File: src/rtl/fmli_pkg.sv
// shared types, constants and the arctangent table of the fm modulator
package fmli_pkg;

  // field widths
  localparam int SAMPLE_W = 16;
  localparam int GAIN_W   = 24;
  localparam int PHASE_W  = 32;
  localparam int IQ_W     = 16;

  // interpolation steps per sample, default
  localparam int STEPS_DEFAULT = 27;

  // cordic set-up: 24 rotations on 34-bit signed words
  localparam int CORDIC_ITERS = 24;
  localparam int ITER_W       = 5;
  localparam int CORDIC_W     = 34;
  localparam int ATAN_W       = 30;
  localparam logic signed [CORDIC_W-1:0] CORDIC_K = 34'sd652032874;

  // register map
  localparam logic              REG_PHASE_GAIN   = 1'b0;
  localparam logic [GAIN_W-1:0] PHASE_GAIN_RESET = 24'd712603;

  // handshake between the sequencer and the interpolator
  typedef struct packed {
    logic start;
    logic step;
  } lerp_ctrl_t;

  // arctangent of 2^-i at scale 2^32 per turn
  function automatic logic [ATAN_W-1:0] atan_entry(input logic [ITER_W-1:0] idx);
    logic [ATAN_W-1:0] v;
    case (idx)
      5'd0:    v = 30'd536870912;
      5'd1:    v = 30'd316933406;
      5'd2:    v = 30'd167458907;
      5'd3:    v = 30'd85004756;
      5'd4:    v = 30'd42667331;
      5'd5:    v = 30'd21354465;
      5'd6:    v = 30'd10679838;
      5'd7:    v = 30'd5340245;
      5'd8:    v = 30'd2670163;
      5'd9:    v = 30'd1335087;
      5'd10:   v = 30'd667544;
      5'd11:   v = 30'd333772;
      5'd12:   v = 30'd166886;
      5'd13:   v = 30'd83443;
      5'd14:   v = 30'd41722;
      5'd15:   v = 30'd20861;
      5'd16:   v = 30'd10430;
      5'd17:   v = 30'd5215;
      5'd18:   v = 30'd2608;
      5'd19:   v = 30'd1304;
      5'd20:   v = 30'd652;
      5'd21:   v = 30'd326;
      5'd22:   v = 30'd163;
      5'd23:   v = 30'd81;
      default: v = '0;
    endcase
    return v;
  endfunction

endpackage

File: src/rtl/fmli_cordic.sv
// iterative cordic rotator: one rotation per cycle, sine and cosine in q1.14
module fmli_cordic (
  input  logic                                clk,
  input  logic                                rst,
  input  logic                                start,
  input  logic [fmli_pkg::PHASE_W-1:0]        phase,
  output logic                                done,
  output logic signed [fmli_pkg::IQ_W-1:0]    sin_out,
  output logic signed [fmli_pkg::IQ_W-1:0]    cos_out
);

  localparam int W  = fmli_pkg::CORDIC_W;
  localparam int IW = fmli_pkg::ITER_W;
  localparam int RW = W - 16;
  localparam logic signed [RW-1:0] QMAX = RW'(16384);
  localparam logic signed [RW-1:0] QMIN = -QMAX;

  typedef enum logic [1:0] {C_IDLE, C_RUN, C_FIN} cstate_t;

  cstate_t               state;
  logic [IW-1:0]         iter;
  logic signed [W-1:0]   x;
  logic signed [W-1:0]   y;
  logic signed [W-1:0]   z;
  logic                  flip;

  logic                  start_flip;
  logic [fmli_pkg::PHASE_W-1:0] residual;
  logic signed [W-1:0]   dx;
  logic signed [W-1:0]   dy;
  logic signed [W-1:0]   angle;
  logic signed [fmli_pkg::IQ_W-1:0] s_q14;
  logic signed [fmli_pkg::IQ_W-1:0] c_q14;

  // round to q1.14 and clamp to plus or minus one
  function automatic logic signed [fmli_pkg::IQ_W-1:0] to_q14(input logic signed [W-1:0] v);
    logic signed [W-1:0]  t;
    logic signed [RW-1:0] r;
    logic signed [fmli_pkg::IQ_W-1:0] q;
    t = v + W'(32768);
    r = t[W-1:16];
    if (r > QMAX) begin
      q = fmli_pkg::IQ_W'(QMAX);
    end else if (r < QMIN) begin
      q = fmli_pkg::IQ_W'(QMIN);
    end else begin
      q = r[fmli_pkg::IQ_W-1:0];
    end
    return q;
  endfunction

  // fold quadrants two and three onto one and four
  assign start_flip = phase[fmli_pkg::PHASE_W-1] ^ phase[fmli_pkg::PHASE_W-2];
  assign residual   = phase ^ {start_flip, {(fmli_pkg::PHASE_W-1){1'b0}}};

  // shared shifter and angle lookup
  assign dx    = y >>> iter;
  assign dy    = x >>> iter;
  assign angle = $signed({{(W-fmli_pkg::ATAN_W){1'b0}}, fmli_pkg::atan_entry(iter)});

  assign s_q14 = to_q14(y);
  assign c_q14 = to_q14(x);

  // sequencer and datapath registers
  always_ff @(posedge clk) begin
    if (rst) begin
      state <= C_IDLE;
      done  <= 1'b0;
      iter  <= '0;
    end else begin
      done <= 1'b0;
      case (state)
        C_IDLE: begin
          if (start) begin
            flip  <= start_flip;
            z     <= {{(W-fmli_pkg::PHASE_W){residual[fmli_pkg::PHASE_W-1]}}, residual};
            x     <= fmli_pkg::CORDIC_K;
            y     <= '0;
            iter  <= '0;
            state <= C_RUN;
          end
        end
        C_RUN: begin
          if (!z[W-1]) begin
            x <= x - dx;
            y <= y + dy;
            z <= z - angle;
          end else begin
            x <= x + dx;
            y <= y - dy;
            z <= z + angle;
          end
          iter <= iter + 1'b1;
          if (iter == IW'(fmli_pkg::CORDIC_ITERS - 1)) begin
            state <= C_FIN;
          end
        end
        C_FIN: begin
          sin_out <= flip ? -s_q14 : s_q14;
          cos_out <= flip ? -c_q14 : c_q14;
          done    <= 1'b1;
          state   <= C_IDLE;
        end
        default: state <= C_IDLE;
      endcase
    end
  end

endmodule

File: src/rtl/fmli_lerp.sv
// two-lane linear interpolator: divide by steps through a reciprocal multiply, then one point per step
module fmli_lerp #(
  parameter int STEPS = fmli_pkg::STEPS_DEFAULT
) (
  input  logic                              clk,
  input  logic                              rst,
  input  fmli_pkg::lerp_ctrl_t              ctrl,
  input  logic signed [fmli_pkg::IQ_W-1:0]  prev_i,
  input  logic signed [fmli_pkg::IQ_W-1:0]  prev_q,
  input  logic signed [fmli_pkg::IQ_W-1:0]  new_i,
  input  logic signed [fmli_pkg::IQ_W-1:0]  new_q,
  output logic                              ready,
  output logic signed [fmli_pkg::IQ_W-1:0]  point_i,
  output logic signed [fmli_pkg::IQ_W-1:0]  point_q
);

  localparam int DW  = fmli_pkg::IQ_W;
  localparam int MW  = fmli_pkg::IQ_W;
  localparam int RW  = $clog2(2 * STEPS);
  localparam int SH  = MW + $clog2(STEPS);
  localparam int PRW = SH + MW;
  // ceil(2^SH / STEPS) gives an exact quotient for every 16-bit magnitude
  localparam longint RECIP_L = ((longint'(1) << SH) + longint'(STEPS) - 1) / longint'(STEPS);
  localparam logic [PRW-1:0] RECIP   = PRW'(RECIP_L);
  localparam logic [MW-1:0]  DIV_MW  = MW'(STEPS);
  localparam logic [RW-1:0]  DIVISOR = RW'(STEPS);
  localparam logic [RW-1:0]  HALF    = RW'(STEPS / 2);

  typedef enum logic [2:0] {L_IDLE, L_DIV, L_REM, L_PRIME, L_READY} lstate_t;

  lstate_t               state;
  logic signed [DW-1:0]  base   [2];
  logic                  neg    [2];
  logic [MW-1:0]         mag    [2];
  logic [MW-1:0]         quo    [2];
  logic [RW-1:0]         rem    [2];
  logic [MW-1:0]         acc_q  [2];
  logic [RW-1:0]         acc_r  [2];

  logic signed [DW-1:0]  prev_v [2];
  logic signed [DW-1:0]  new_v  [2];
  logic signed [DW:0]    diff   [2];
  logic [MW-1:0]         mag_in [2];
  logic [PRW-1:0]        prod   [2];
  logic [MW-1:0]         rem_full [2];
  logic [RW-1:0]         sum_r  [2];
  logic                  carry  [2];
  logic [MW-1:0]         acc_q_next [2];
  logic [RW-1:0]         acc_r_next [2];
  logic signed [DW:0]    offset [2];
  logic signed [DW:0]    point  [2];

  assign prev_v[0] = prev_i;
  assign prev_v[1] = prev_q;
  assign new_v[0]  = new_i;
  assign new_v[1]  = new_q;

  // per-lane arithmetic
  always_comb begin
    for (int l = 0; l < 2; l++) begin
      diff[l]   = {new_v[l][DW-1], new_v[l]} - {prev_v[l][DW-1], prev_v[l]};
      mag_in[l] = diff[l][DW] ? MW'(-diff[l]) : MW'(diff[l]);
      // quotient by reciprocal, remainder by multiply back
      prod[l]     = PRW'(mag[l]) * RECIP;
      rem_full[l] = mag[l] - quo[l] * DIV_MW;
      // running quotient and remainder of j*|d| + steps/2
      sum_r[l]  = acc_r[l] + rem[l];
      carry[l]  = (sum_r[l] >= DIVISOR);
      acc_r_next[l] = carry[l] ? sum_r[l] - DIVISOR : sum_r[l];
      acc_q_next[l] = acc_q[l] + quo[l] + MW'(carry[l]);
      offset[l] = neg[l] ? -$signed({1'b0, acc_q[l]}) : $signed({1'b0, acc_q[l]});
      point[l]  = {base[l][DW-1], base[l]} + offset[l];
    end
  end

  assign point_i = point[0][DW-1:0];
  assign point_q = point[1][DW-1:0];
  assign ready   = (state == L_READY);

  // sequencer and lane registers
  always_ff @(posedge clk) begin
    if (rst) begin
      state <= L_IDLE;
    end else if (ctrl.start) begin
      for (int l = 0; l < 2; l++) begin
        base[l]  <= prev_v[l];
        neg[l]   <= diff[l][DW];
        mag[l]   <= mag_in[l];
        acc_q[l] <= '0;
        acc_r[l] <= HALF;
      end
      state <= L_DIV;
    end else begin
      case (state)
        L_IDLE: state <= L_IDLE;
        L_DIV: begin
          for (int l = 0; l < 2; l++) begin
            quo[l] <= prod[l][PRW-1:SH];
          end
          state <= L_REM;
        end
        L_REM: begin
          for (int l = 0; l < 2; l++) begin
            rem[l] <= rem_full[l][RW-1:0];
          end
          state <= L_PRIME;
        end
        L_PRIME: begin
          for (int l = 0; l < 2; l++) begin
            acc_q[l] <= acc_q_next[l];
            acc_r[l] <= acc_r_next[l];
          end
          state <= L_READY;
        end
        L_READY: begin
          if (ctrl.step) begin
            for (int l = 0; l < 2; l++) begin
              acc_q[l] <= acc_q_next[l];
              acc_r[l] <= acc_r_next[l];
            end
          end
        end
        default: state <= L_IDLE;
      endcase
    end
  end

endmodule

File: src/rtl/fm_modulator_linear_interp_top.sv
// top level of the fm modulator with linear interpolation at its output
//
// Each accepted audio sample advances a wrapping 32-bit phase accumulator by
// sample * phase_gain and yields the sine (in_phase) and cosine (quadrature)
// of the new phase in q1.14. The first sample after reset gives one word;
// every later one gives STEPS-1 points stepping from the previous I/Q pair
// towards the new one, then the new pair with last set. One sample is worked
// at a time: the multiply and accumulate, then the CORDIC
// rotator (one rotation per cycle through a shared shifter), then, when a
// previous point exists, the division of the difference by STEPS through a
// reciprocal multiply, and then the output words, one per cycle when the
// output is not stalled. phase_gain sits at byte address 0 of the APB port.
module fm_modulator_linear_interp_top #(
  parameter int STEPS = fmli_pkg::STEPS_DEFAULT
) (
  input  logic                                clk,
  input  logic                                rst,
  // input words
  input  logic                                in_valid,
  output logic                                in_stall,
  input  logic signed [fmli_pkg::SAMPLE_W-1:0] sample,
  // output words
  output logic                                out_valid,
  input  logic                                out_stall,
  output logic signed [fmli_pkg::IQ_W-1:0]    in_phase,
  output logic signed [fmli_pkg::IQ_W-1:0]    quadrature,
  output logic                                last,
  // configuration
  input  logic                                psel,
  input  logic                                penable,
  input  logic                                pwrite,
  input  logic [2:0]                          paddr,
  input  logic [31:0]                         pwdata,
  output logic [31:0]                         prdata,
  output logic                                pready
);

  localparam int JW = $clog2(STEPS);
  localparam int PW = fmli_pkg::PHASE_W;
  localparam int MULW = fmli_pkg::SAMPLE_W + fmli_pkg::GAIN_W + 1;

  typedef enum logic [2:0] {S_IDLE, S_ACC, S_CORDIC, S_LERP, S_FINAL} state_t;

  state_t                           state;
  logic [fmli_pkg::GAIN_W-1:0]      phase_gain;
  logic [PW-1:0]                    phase_acc;
  logic [PW-1:0]                    prod;
  logic signed [fmli_pkg::IQ_W-1:0] prev_in_phase;
  logic signed [fmli_pkg::IQ_W-1:0] prev_quadrature;
  logic                             have_previous;
  logic [JW-1:0]                    step_cnt;

  logic signed [MULW-1:0]           prod_full;
  logic [PW-1:0]                    phase_sum;
  logic                             cfg_write;
  logic                             slot_free;
  logic                             c_done;
  logic signed [fmli_pkg::IQ_W-1:0] c_sin;
  logic signed [fmli_pkg::IQ_W-1:0] c_cos;
  fmli_pkg::lerp_ctrl_t             l_ctrl;
  logic                             l_ready;
  logic signed [fmli_pkg::IQ_W-1:0] l_point_i;
  logic signed [fmli_pkg::IQ_W-1:0] l_point_q;

  // configuration port
  assign pready    = 1'b1;
  assign cfg_write = psel && penable && pwrite && pready;
  assign prdata    = (paddr[2] == fmli_pkg::REG_PHASE_GAIN) ?
                     {{(32-fmli_pkg::GAIN_W){1'b0}}, phase_gain} : '0;

  // phase increment and accumulate
  assign prod_full = sample * $signed({1'b0, phase_gain});
  assign phase_sum = phase_acc + prod;

  assign in_stall  = (state != S_IDLE);
  assign slot_free = !out_valid || !out_stall;

  assign l_ctrl.start = (state == S_CORDIC) && c_done && have_previous;
  assign l_ctrl.step  = (state == S_LERP) && l_ready && slot_free;

  fmli_cordic u_cordic (
    .clk     (clk),
    .rst     (rst),
    .start   (state == S_ACC),
    .phase   (phase_sum),
    .done    (c_done),
    .sin_out (c_sin),
    .cos_out (c_cos)
  );

  fmli_lerp #(
    .STEPS (STEPS)
  ) u_lerp (
    .clk     (clk),
    .rst     (rst),
    .ctrl    (l_ctrl),
    .prev_i  (prev_in_phase),
    .prev_q  (prev_quadrature),
    .new_i   (c_sin),
    .new_q   (c_cos),
    .ready   (l_ready),
    .point_i (l_point_i),
    .point_q (l_point_q)
  );

  // sequencer, state and output register
  always_ff @(posedge clk) begin
    if (rst) begin
      state           <= S_IDLE;
      out_valid       <= 1'b0;
      phase_gain      <= fmli_pkg::PHASE_GAIN_RESET;
      phase_acc       <= '0;
      prev_in_phase   <= '0;
      prev_quadrature <= '0;
      have_previous   <= 1'b0;
      step_cnt        <= '0;
    end else begin
      if (cfg_write && (paddr[2] == fmli_pkg::REG_PHASE_GAIN)) begin
        phase_gain <= pwdata[fmli_pkg::GAIN_W-1:0];
      end
      if (out_valid && !out_stall) begin
        out_valid <= 1'b0;
      end
      case (state)
        S_IDLE: begin
          if (in_valid) begin
            prod  <= prod_full[PW-1:0];
            state <= S_ACC;
          end
        end
        S_ACC: begin
          phase_acc <= phase_sum;
          state     <= S_CORDIC;
        end
        S_CORDIC: begin
          if (c_done) begin
            step_cnt <= JW'(1);
            state    <= have_previous ? S_LERP : S_FINAL;
          end
        end
        S_LERP: begin
          if (l_ready && slot_free) begin
            out_valid  <= 1'b1;
            in_phase   <= l_point_i;
            quadrature <= l_point_q;
            last       <= 1'b0;
            if (step_cnt == JW'(STEPS - 1)) begin
              state <= S_FINAL;
            end else begin
              step_cnt <= step_cnt + 1'b1;
            end
          end
        end
        S_FINAL: begin
          if (slot_free) begin
            out_valid       <= 1'b1;
            in_phase        <= c_sin;
            quadrature      <= c_cos;
            last            <= 1'b1;
            prev_in_phase   <= c_sin;
            prev_quadrature <= c_cos;
            have_previous   <= 1'b1;
            state           <= S_IDLE;
          end
        end
        default: state <= S_IDLE;
      endcase
    end
  end

  // the interpolator only starts once a previous point exists
  a_lerp_needs_prev: assert property (@(posedge clk) disable iff (rst)
    l_ctrl.start |-> have_previous)
    else $error("interpolator started without a previous point");

  // the rotator finishes only while the sequencer waits for it
  a_cordic_done_state: assert property (@(posedge clk) disable iff (rst)
    c_done |-> (state == S_CORDIC))
    else $error("cordic finished outside its wait state");

  // an accepted word closes the input until the sample is done
  a_accept_stalls: assert property (@(posedge clk) disable iff (rst)
    (in_valid && !in_stall) |=> in_stall)
    else $error("input not stalled after a word was taken");

  // a step is only taken while the interpolator is ready and the count is in range
  a_step_range: assert property (@(posedge clk) disable iff (rst)
    l_ctrl.step |-> (l_ready && (step_cnt != '0) && (step_cnt <= JW'(STEPS - 1))))
    else $error("interpolation step out of range");

endmodule
File: config.mk
export PLATFORM = sky130hd
export DESIGN_NAME = fm_modulator_linear_interp_top
export DESIGN_NICKNAME = d
export VERILOG_FILES = /design/src/rtl/fmli_pkg.sv /design/src/rtl/fmli_cordic.sv /design/src/rtl/fmli_lerp.sv /design/src/rtl/fm_modulator_linear_interp_top.sv
export SDC_FILE = /design/constraint.sdc
export NUM_CORES = 2
export LEC_CHECK = 0
export BUFFER_PORTS_ARGS = -buffer_cell sky130_fd_sc_hd__buf_2
export CORE_MARGIN = 5
export CORE_UTILIZATION = 25
export CTS_BUF_LIST = sky130_fd_sc_hd__clkbuf_4
export DETAILED_ROUTE_END_ITERATION = 8
export HOLD_SLACK_MARGIN = 0.08
export PLACE_DENSITY_LB_ADDON = 0.15
export SLEW_MARGIN = 20
export SYNTH_ARGS = -nofsm -noshare
export SYNTH_HDL_FRONTEND = slang
export SYNTH_SLANG_ARGS = --single-unit
File: constraint.sdc
create_clock -name clk -period 12.4 [get_ports clk]
set_input_delay 1.24 -clock clk [delete_from_list [all_inputs] [get_ports clk]]
set_output_delay 1.24 -clock clk [all_outputs]
set_load 0.02 [all_outputs]
==> results.json <==
{
  "postSynth.topFlopCell": "edfxtp_1",
  "synth-seq-cells": 485,
  "end_kind": "flop",
  "hold_violations": 0,
  "worstReg2RegStart": "u_cordic.iter[1]",
  "gp_congestion": 0.8689,
  "synth_xor_area_share_pct": 6.961,
  "yosys.area.top_type": "edfxtp_1",
  "cpMaxStageDelayCell": "dfxtp_4",
  "ant_nets": 0,
  "die_x_um": 495.3,
  "path_cells": "buf_4, mux4_2, mux2i_1, nor2_1, a211oi_2, and4_1, and3_1, a21oi_1, xnor2_1, ha_1, nand3_1, nor2_1, a2111oi_0, a21oi_1, nor3_1, o21ai_0, a31oi_1, o21ai_0, xnor2_1, nor2_1",
  "ios": 126,
  "clkTransAtPathRegs_ns": 0.07,
  "synth_fa_ha_area_share_pct": 29.80,
  "grt_setup_unrepaired": "no",
  "ys_warn_count": 0,
  "syn-cell-area_um2": 58880,
  "critPathMostFrequentCell": "nor2_1",
  "drv_cap": 0,
  "reg2reg_to": "u_cordic.x[30]",
  "tns_ns": 0,
  "hold_end": "phase_gain[9]",
  "utilization_pct": 27.57,
  "area_delta_synth_final_pct": 9.902,
  "rows": 178,
  "hold_depth": 3,
  "cts_buffers": 152,
  "clock.fmax_mhz": 129.4,
  "floorplan.initialDensity_pct": 25.08,
  "setup_slack_ns": 4.673,
  "synth_top_family_by_area": "adder cells",
  "h-tree-depth": 4,
  "syn_avg_cell_area_um2": 9.108,
  "min_path_type": "primary input to flop",
  "grt_start_max_net_pins": 78,
  "cts_setup_buffers": 0,
  "die-area_um2": 245300,
  "worstPathRequired_ns": 13.29,
  "avgViaCountPerCell": 4.683,
  "slew_headroom_pct": 26.14,
  "seq_area_frac_synth_pct": 22.37,
  "gr-total-overflow": 0,
  "cp_max_fo": 56,
  "critPathBufInv": 1,
  "via_count": 45920,
  "hold_start": "pwdata[9]",
  "synthMuxAreaShare_pct": 4.834,
  "worst-r2r-setup-slack_ns": 4.67,
  "yosysMostFrequentCell": "inv_1",
  "ys_async_sr_fraction_pct": 0,
  "status": "complete, no violations",
  "hpwl_um": 134400,
  "drv_slew": 0,
  "yosys.area_share.simple_pct": 15.27,
  "die_y_um": 495.3,
  "period_needed_ns": 7.727,
  "cp_slowest_stage_delay_ns": 0.84,
  "cts_buffer_depth": 3,
  "final_cells": 9805,
  "ys_top_cells_by_count": "inv_1 (832), nand2_1 (706), ha_1 (604)",
  "reg2reg_depth": 20,
  "wl_per_cell_um": 17.84,
  "cts.repair.resized": 0,
  "coreArea_um2": 234700,
  "tightest_slew_ns": 1.104,
  "layout.nets": 7686,
  "synth_cell_types": 105,
  "place_ws_ns": 4.300,
  "grt_pass1_wl_um": 273100,
  "cp_top_family": "compound AO/OA/AOI/OAI gates",
  "root_buffer": "clkbuf_4",
  "antenna_found_initial": 9,
  "start_kind": "flop",
  "p_per_area_nw_per_um2": 220.2,
  "period_share_pct": 62.31,
  "drc": 0,
  "track_usage_pct": 14.09,
  "total_leakage_power_nw": 27.62,
  "whs_ns": 0.3485,
  "ctsHoldBuffers": 0,
  "cts_tree": "yes",
  "synthTopCellsByArea": "edfxtp_1 (18%), fa_1 (17%), ha_1 (13%), inv_1 (5.3%), dfxtp_1 (4.7%)",
  "synth_compound_area_share_pct": 13.39,
  "dp.cells": 9520,
  "drtIter0Drc": 2774,
  "portBuffers": 106,
  "finClkSkew_ns": 0.1536,
  "yosys.area.top_type_share_pct": 17.65,
  "critical_path_arrival_ns": 8.62,
  "grt_pass1_vias": 46630,
  "clock_latency_ns": 1.18,
  "cts.sinks": 485,
  "setup_viol": 0,
  "ir_drop_uv": 332.7,
  "synthesis.instances": 6465,
  "critPathKind": "flop to flop",
  "synth_edf_count": 346,
  "drt_first_pass_iters": 6,
  "drt_wl_total_um": 174900,
  "layout-drive-gt1-share_pct": 9.044
}
[worst max path at each step]
stage	start	end	slack [ns]	depth (start not counted)
after floorplan	sample[7]	prod[30]	5.30	23
after global placement	sample[1]	prod[31]	4.28	22
after detailed placement	sample[1]	prod[31]	4.30	22
after CTS	u_cordic.iter[1]	u_cordic.x[30]	4.58	20
after global routing	u_cordic.iter[1]	u_cordic.x[30]	3.98	20
final	u_cordic.iter[1]	u_cordic.x[30]	4.67	20
[sequential cells by signal, indices dropped and copies added, names as in the netlist, 30 cells and up]
name	count
u_cordic.x	34
prod	32
u_lerp.acc_q	32
u_lerp.mag	32
u_lerp.base	32
u_cordic.angle	30
u_cordic.z	34
u_cordic.y	34
phase_acc	32
[worst min-delay path, stage by stage]
cell	delay [ns]
buf_2	0.07
nand2_1	0.04
nand3_1	0.06
[logic make-up after synthesis]
| family | count (synthesis) |
|---|---|
| AO/OA/AOI/OAI | 1236 |
| XOR/XNOR | 468 |
| adder cells (fa/ha/maj) | 1103 |
| buffers and inverters | 1099 |
| flip-flops | 485 |
| multiplexers | 177 |
| other | 2 |
| AND/OR/NAND/NOR | 1895 |
[per-stage QoR]
stage / area, um2 / power [mW]
floorplan: 58910 / 10.34
global placement: 62710 / 12.67
detailed placement: 62720 / 12.66
CTS: 64670 / 14.50
global route: 64710 / 15.81
finish: 64710 / 14.25
[layout by cell type (no fill, tap or decap), types with 19 or more instances in the layout]
cell type	count
xnor2_1	301
nand2_1	706
o21ai_0	270
buf_2	105
a31oi_1	53
xor2_1	167
o31ai_1	26
o211ai_1	25
o22ai_1	25
nand2b_1	72
and3_1	51
nor4_1	19
nand4_1	22
a21boi_0	28
a21o_1	103
dfxtp_1	134
mux4_2	78
nor2_1	398
a211oi_1	53
ha_1	604
mux2_2	34
edfxtp_1	346
clkinv_1	36
o21bai_1	29
nor2b_1	69
mux2i_1	59
clkbuf_4	217
o21a_1	41
buf_4	56
nand3_1	114
a21oi_1	377
fa_1	499
or3_1	38
inv_1	832
nor3_1	106
and2_1	200
[cell type report]
cell class	instances	area, um2
Tap cell	3150	3941
Inverter	836	3138
Clock inverter	57	330.3
Multi-Input combinational cell	4888	41510
Sequential cell	485	13190
Timing Repair Buffer	162	957.2
Antenna cell	10	25.02
Clock buffer	217	1629
Fill cell	25220	170000
[where the power goes]
group	switching (mW)	leakage [nW]	internal, mW	total (mW)
logic	5.69	22.2	4.20	9.90
registers	0.320	4.28	2.36	2.68
clock network	0.834	1.16	0.841	1.67
[layer usage]
layer	global-route usage [%]	share of wire [%]	routed length, um	vias to the layer above
li1	-	-	-	22280
met4	4.084	2.6	4550	6
met5	0	0.022	39	-
met3	2.076	4.0	7053	241
met1	20.27	49	85940	22480
met2	21.88	44	77330	902
No activity file was read; power rests on OpenSTA's default activity.
